<file path="config.mk">
export PLATFORM = sky130hd
export DESIGN_NAME = mtrd_ctrl
export DESIGN_NICKNAME = d
export VERILOG_FILES = /design/src/mtrd_pkg.sv /design/src/mtrd_ctrl.sv
export SDC_FILE = /design/constraint.sdc
export NUM_CORES = 1
export LEC_CHECK = 0
export ABC_AREA = 1
export BUFFER_PORTS_ARGS = -buffer_cell sky130_fd_sc_hd__buf_2
export CAP_MARGIN = 40
export CORE_AREA = 2 2 39 41
export DETAILED_ROUTE_END_ITERATION = 16
export DIE_AREA = 0 0 41 43
export PLACE_DENSITY = 0.59
export SYNTH_ARGS = -nofsm -noshare
export SYNTH_HDL_FRONTEND = slang
export SYNTH_SLANG_ARGS = --single-unit
</file>
<file path="constraint.sdc">
create_clock -name clk -period 1.2 [get_ports clk]
set_clock_uncertainty 0.05 [all_clocks]
set_input_delay 0.18 -clock clk [delete_from_list [all_inputs] [get_ports clk]]
set_output_delay 0.18 -clock clk [all_outputs]
set_load 0.005 [all_outputs]
</file>
<file path="src/mtrd_pkg.sv">
package mtrd_pkg;

    localparam int unsigned TBL_N = 624;
    localparam int unsigned TBL_M = 397;
    localparam int unsigned ADDR_W = $clog2(TBL_N);
    localparam int unsigned BIT_W = 5;

    localparam logic [31:0] TWIST_XOR = 32'h9908_B0DF;
    localparam logic [31:0] SEED_MUL = 32'd69069;
    localparam logic [31:0] TEMPER_B = 32'h9D2C_5680;
    localparam logic [31:0] TEMPER_C = 32'hEFC6_0000;
    localparam logic [31:0] RESET_SEED = 32'd1;

    localparam logic [ADDR_W-1:0] LAST_ADDR = ADDR_W'(TBL_N - 1);
    localparam logic [ADDR_W-1:0] FAR_FWD = ADDR_W'(TBL_M);
    localparam logic [ADDR_W-1:0] FAR_BACK = ADDR_W'(TBL_N - TBL_M);

    localparam logic [1:0] RD_POS = 2'd0;
    localparam logic [1:0] RD_NEXT = 2'd1;
    localparam logic [1:0] RD_FAR = 2'd2;

    typedef struct packed {
        logic       fill_step;
        logic [1:0] rd_sel;
        logic       cap_a;
        logic       cap_b;
        logic       mix;
        logic       take_bound;
        logic       div_step;
        logic       out_load;
    } cmd_t;

    typedef struct packed {
        logic fill_last;
        logic div_last;
        logic bound_zero;
        logic out_free;
    } status_t;

    function automatic logic [31:0] mix_word(
        input logic [31:0] hi_src,
        input logic [31:0] lo_src,
        input logic [31:0] far
    );
        logic [31:0] y;
        logic [31:0] r;
        begin
            y = {hi_src[31], lo_src[30:0]};
            r = far ^ (y >> 1);
            if (y[0])
            begin
                r = r ^ TWIST_XOR;
            end
            return r;
        end
    endfunction

    function automatic logic [31:0] temper(input logic [31:0] w);
        logic [31:0] y;
        begin
            y = w;
            y = y ^ (y >> 11);
            y = y ^ ((y << 7) & TEMPER_B);
            y = y ^ ((y << 15) & TEMPER_C);
            y = y ^ (y >> 18);
            return y;
        end
    endfunction

endpackage

</file>
<file path="src/mtrd_ctrl.sv">
module mtrd_ctrl (
    input  logic             clk,
    input  logic             rst_n,
    input  logic             cfg_we,
    input  logic             in_valid,
    output logic             in_ready,
    input  mtrd_pkg::status_t sts,
    output mtrd_pkg::cmd_t   cmd
);

    localparam logic [2:0] S_FILL = 3'd0;
    localparam logic [2:0] S_IDLE = 3'd1;
    localparam logic [2:0] S_RA   = 3'd2;
    localparam logic [2:0] S_RB   = 3'd3;
    localparam logic [2:0] S_RC   = 3'd4;
    localparam logic [2:0] S_MIX  = 3'd5;
    localparam logic [2:0] S_DIV  = 3'd6;
    localparam logic [2:0] S_DONE = 3'd7;

    logic [2:0] state_reg;
    logic [2:0] state_next;

    always_ff @(posedge clk or negedge rst_n)
    begin
        if (!rst_n)
        begin
            state_reg <= S_FILL;
        end
        else
        begin
            state_reg <= state_next;
        end
    end

    always_comb
    begin
        state_next = state_reg;
        cmd = '0;
        cmd.rd_sel = mtrd_pkg::RD_POS;
        in_ready = 1'b0;
        case (state_reg)
            S_FILL:
            begin
                cmd.fill_step = 1'b1;
                if (sts.fill_last)
                begin
                    state_next = S_IDLE;
                end
            end
            S_IDLE:
            begin
                in_ready = 1'b1;
                cmd.take_bound = in_valid;
                if (in_valid)
                begin
                    state_next = S_RA;
                end
            end
            S_RA:
            begin
                cmd.rd_sel = mtrd_pkg::RD_POS;
                state_next = S_RB;
            end
            S_RB:
            begin
                cmd.rd_sel = mtrd_pkg::RD_NEXT;
                cmd.cap_a = 1'b1;
                state_next = S_RC;
            end
            S_RC:
            begin
                cmd.rd_sel = mtrd_pkg::RD_FAR;
                cmd.cap_b = 1'b1;
                state_next = S_MIX;
            end
            S_MIX:
            begin
                cmd.mix = 1'b1;
                state_next = sts.bound_zero ? S_DONE : S_DIV;
            end
            S_DIV:
            begin
                cmd.div_step = 1'b1;
                if (sts.div_last)
                begin
                    state_next = S_DONE;
                end
            end
            S_DONE:
            begin
                if (sts.out_free)
                begin
                    cmd.out_load = 1'b1;
                    state_next = S_IDLE;
                end
            end
            default:
            begin
                state_next = S_FILL;
            end
        endcase
        if (cfg_we)
        begin
            state_next = S_FILL;
        end
    end

`ifndef SYNTHESIS
    a_fill_on_cfg: assert property (@(posedge clk) disable iff (!rst_n)
        cfg_we |=> state_reg == S_FILL)
        else $error("seed write did not start a refill");
    a_ready_only_idle: assert property (@(posedge clk) disable iff (!rst_n)
        in_ready |-> !cmd.fill_step && !cmd.div_step && !cmd.mix)
        else $error("input taken while busy");
    a_mix_follows_reads: assert property (@(posedge clk) disable iff (!rst_n)
        (cmd.mix && !$past(cfg_we)) |-> $past(cmd.cap_b))
        else $error("mix without far read");
`endif

endmodule

</file>
# [After elaboration in Yosys (flattened, before gate mapping)]
# Cells that the tools add are included.
[totals] output_inout_bits=10 register_bits=3
[op_classes] reduce_logical=2 n_mux=17 n_eq_ne=11
[op_table] operator="3-bit case mux with 8 select lines" count=1
[op_table] operator="3-bit 2-to-1 mux" count=5
[op_table] operator="3-bit == test (second input constant)" count=4
[op_table] operator="3-bit != test (second input constant)" count=4
[op_table] operator="1-bit 2-to-1 mux" count=10
[op_table] operator="3-bit by 2-bit == test with 1-bit output (second input constant)" count=2
[op_table] operator="2-bit case mux with 2 select lines" count=1
[op_table] operator="4-bit AND reduction" count=1
[op_table] operator="3-bit by 1-bit == test with 1-bit output (second input constant)" count=1
[op_table] operator="3-bit zero test" count=1

# [Depth between registers and ports, before layout]
[logic_depth] word_depth=3 depth_mapped=8

# [Least setup slack after synthesis]
# Ideal clock, no wire load.
[synth_timing] path_type="reg-to-reg" startpoint="register state_reg[2]" endpoint="register state_reg[1]" setup_time_ns=0.118 stages_incl_launch_ff=7 t_arrival_ns=0.925 slack_ns=0.107 synth_period_minus_slack_ns=1.093 path_cell_list="dfrtp_1 inv_2 nand3_2 nor2_1 nor2_2 nand3_1 nand2_1"
[synth_via] elab_chain_len=3
[synth_lines] item="start: declaration" line="mtrd_ctrl.sv:20" text="logic [2:0] state_reg;"
[synth_lines] item="start signal: assignment" line="mtrd_ctrl.sv:31" text="state_reg <= state_next;"
[synth_lines] item="3-bit == test, or another cell as far along" line="mtrd_ctrl.sv:41" text="case (state_reg)"
[synth_lines] item="3-bit case mux with 8 select lines / 3-bit != test (equally long branches)"
[synth_lines] item="3-bit 2-to-1 mux / 4-bit AND reduction (equally long branches)"
# Parallel ways exist; a longest one is shown, timed or not.
# A chain may end at the register's enable or synchronous reset.

==> reports/metrics.sh <==
FILLCELLCOUNT=165
TIMING.SETUP.CRITICAL_PATH_CLASS='reg2out'
FINAL_LAYOUT_SIZE_SUFFIX_GT1_FRAC=0.5000
CTS.HTREE.LEVELS=1
FP.DIEAREA_SQ_UM=1763
DIE_X_UM=41
DRT_DRC_VIOLATIONS_LEFT=0
SW_FRAC_OF_TOTAL=0.4431
SYN_AREA_SQ_UM=321.6
SYNTH_CELL_TYPE_COUNT=13
YOSYS_WARNINGS=0
DETAILROUTE.VIA_COUNT=394
HOLDWS_PS=186.9
POST_DRT_WL_PER_CELL_UM=8.255
ANTENNA_FOUND_INITIAL=0
LATEST_CLOCK_ARRIVAL_WITHIN_THE_WORST_SKEW_PAIR_PS=240
LARGEST_REGISTER_FFS=3
START_KIND='flop'
FIN_AREA_SQ_UM=499.2
DETAILEDROUTE.FIRSTITERATIONVIOLATIONS=5
TIMING_WORST_SLEW_PIN_VALUE_PS=189.0
RUN_STATUS='finished, violations left'
FAILED_CHECKS='negative setup slack'
HOLD_VIOL_FINAL=0
NET_TOTAL_IN_THE_FINAL_LAYOUT=91
POWER_PER_CELL_AREA_nW_PER_UM2=2054
CELLINTERNALPOWER_mW=0.5712
CLOCKPOWERSHARE=0.182
TOTAL_LEAKAGE_POWER_nW=0.2955
SYN_NETS=65
MAXCAPVIOLCOUNT=0
GPL.FINAL_WEIGHTED_CONGESTION=0.7951
POST-SYNTH-TOP-AREA-FRACTION=0.2335
FMAX_MHz=760.3
ANTENNA_VIOLATING_NETS_POST_ROUTE=0
CTS.REPORTEDPATHS.CLKPINSLEW_PS=40
CP_DATA_REQUIRED_TIME_PS=970
CTS_BUFFER_DEPTH=2
OVERALL_OVERFLOW_REMAINING_AFTER_GLOBAL_ROUTE=0
ROW_COUNT=14
TRACK_USAGE=0.09366
MIN_PERIOD_PS=1315
RELATIVE_MAX_TRANSITION_MARGIN=0.8735
TRITONCTS='done'
POWER_SWITCHING_mW=0.4544
MINIMUM_SETUP_SLACK_IN_THE_FINAL_DESIGN_PS=-115.3
WORST_EP_ARRIVAL_TIME_PS=1090
CTSROOTBUFFERMASTER='sky130_fd_sc_hd__clkbuf_4'
DIE_Y_UM=43
FINAL_MIN_PERIOD_OVER_CLOCK_PERIOD=1.096
PWR-SHARE-COMB=0.561
MAX_SLEW_VIO_COUNT=0
FLOORPLAN.CORE_AREA_SQ_UM=1384
TIMING.CRITICAL_PATH.TO_TYPE='output pin'
VIASPERCELL=4.020
SETUP_VIOLATIONS=12
TIMING.CRITICAL_PATH.FANOUT_MAX=8
POSTSYNTHREGISTERBITS=3
AREA_GROWTH_PCT=55.25
SETUP_TNS_PS=-1025
TOTAL_POWER_mW=1.026
SETUP_REPAIR_AFTER_GLOBAL_ROUTING_MISSED_ITS_MARGIN='yes'
SYN-MEAN-INSTANCE-AREA_SQ_UM=5.641
GRT_PASS1_WL_UM=1117
NUM_IO_PINS=18
POWER_FRAC_SEQ=0.257
SYNTHCELLS=57
HOLD_PATH.CLASS='in2reg'
SYNTH_TOP_AREA_CELL='sky130_fd_sc_hd__dfrtp_1'
DRT_PRE_ANTENNA_ITERS=4
DP_HPWL_UM=596.2
GRT_START_MAX_NET_PINS=9
MULTIINPUTGATEAREA_SQ_UM=197.7
ANTENNA_CELLS=0
VIAS_IN_THE_FIRST_GLOBAL_ROUTE=304
MAX-VDD-IR-DROP_mV=0.5923
DPL_CELL_AREA_SQ_UM=419.2
YS_SEQ_AREA_FRAC=0.2335
CLKSINKCOUNT=3
INITIAL_CORE_UTIL=0.2324
NUMCTSBUFFERS=3
POST_SYNTH_MAIN_AREA_CONTRIBUTORS='sky130_fd_sc_hd__dfrtp_1, sky130_fd_sc_hd__nand2_1, sky130_fd_sc_hd__nor2_1, sky130_fd_sc_hd__inv_1, sky130_fd_sc_hd__nand3_1'
PLACEMENT.IO_BUFFERS=17
FINALCOREUTILIZATION=0.3608
POSTROUTEWIRELENGTH_UM=809
SEQCELLAREA_SQ_UM=78.83
==> routing by layer <==
metal	GRT usage	part of all wire	routed length, um	vias to the layer above
met2	0.1656	0.54	433	10
met5	0	0	0	-
met4	0.06000	0.019	15	0
li1	-	-	-	219
met1	0.1006	0.40	325	163
met3	0	0.042	34	2
==> kinds of logic after synthesis <==
kind of cell	count (synthesis)	synth area share
buffers and inverters	13	0.1751
AND/OR/NAND/NOR	38	0.5447
AO/OA/AOI/OAI	3	0.04668
flip-flops	3	0.2335
==> timing repair <==
item	CTS	global route
pin swaps	2	2
endpoints found under the hold margin	3	0
hold buffers	1	0
setup buffers	2	2
resized for setup	7	3
setup endpoints to repair	12	13
==> cells in the mapped netlist <==
master	instances
sky130_fd_sc_hd__a21oi_1	1
sky130_fd_sc_hd__buf_4	2
sky130_fd_sc_hd__dfrtp_1	3
sky130_fd_sc_hd__inv_1	10
sky130_fd_sc_hd__inv_2	1
sky130_fd_sc_hd__nand2_1	14
sky130_fd_sc_hd__nand2_2	1
sky130_fd_sc_hd__nand3_1	5
sky130_fd_sc_hd__nand3_2	2
sky130_fd_sc_hd__nor2_1	11
sky130_fd_sc_hd__nor2_2	4
sky130_fd_sc_hd__nor3_1	1
sky130_fd_sc_hd__o21ai_0	2
==> worst paths after layout <==
| kind | start | to | slack [ps] | depth (start not counted) |
|---|---|---|---|---|
| max in group asynchronous | rst_n | state_reg[0] | 740 | 2 |
| setup reg to reg | state_reg[2] | state_reg[1] | -30 | 8 |
| hold / removal | cfg_we | state_reg[1] | 190 | 4 |
| min in group asynchronous | rst_n | state_reg[1] | 240 | 2 |
| hold reg to reg | state_reg[1] | state_reg[2] | 600 | 2 |
| setup / recovery | state_reg[1] | cmd[6] | -120 | 3 |
==> placed cells by master (no fill, tap or decap), types with 2 or more instances in the layout <==
cell type	synthesis	final
sky130_fd_sc_hd__buf_2	0	17
sky130_fd_sc_hd__nand2_1	14	14
sky130_fd_sc_hd__nor2_1	11	10
sky130_fd_sc_hd__inv_1	10	6
sky130_fd_sc_hd__nand3_1	5	5
sky130_fd_sc_hd__buf_4	2	5
sky130_fd_sc_hd__inv_2	1	4
sky130_fd_sc_hd__nor2_2	4	4
sky130_fd_sc_hd__clkbuf_4	0	3
sky130_fd_sc_hd__dfrtp_2	0	3
sky130_fd_sc_hd__nand3_2	2	2
sky130_fd_sc_hd__o21ai_0	2	2
==> power by group through the flow <==
| stage | sequential [mW] | clock, mW | combinational (mW) |
|---|---|---|---|
| 3_3_place_gp | 0.234 | 0 | 0.448 |
| 4_1_cts | 0.263 | 0.188 | 0.521 |
| 5_1_grt | 0.273 | 0.190 | 0.653 |
| 2_1_floorplan | 0.197 | 0 | 0.333 |
| 6_report | 0.263 | 0.187 | 0.575 |
| 3_5_place_dp | 0.236 | 0 | 0.453 |
==> layout make-up <==
class / count / share of cell area
clock buffers: 4 / 0.05263
inverters: 11 / 0.08772
flip-flops and latches: 3 / 0.1579
well taps: 16 / 0.04010
multi-input cells: 41 / 0.3960
repair buffers: 23 / 0.2657
==> worst max-delay path: stages (launching register included) <==
cell and delay [ps]:
sky130_fd_sc_hd__dfrtp_2 460, sky130_fd_sc_hd__nand2_1 120, sky130_fd_sc_hd__nor2_1 140, sky130_fd_sc_hd__buf_2 130
==> through the flow <==
step,instances,setup slack [ps]
after floorplan,57,107.3
after global placement,89,0.9865
after detailed placement,89,-25.01
after CTS,96,-114.3
after global routing,98,-192.7
final,98,-115.3
(Power assumes the default switching activity.)
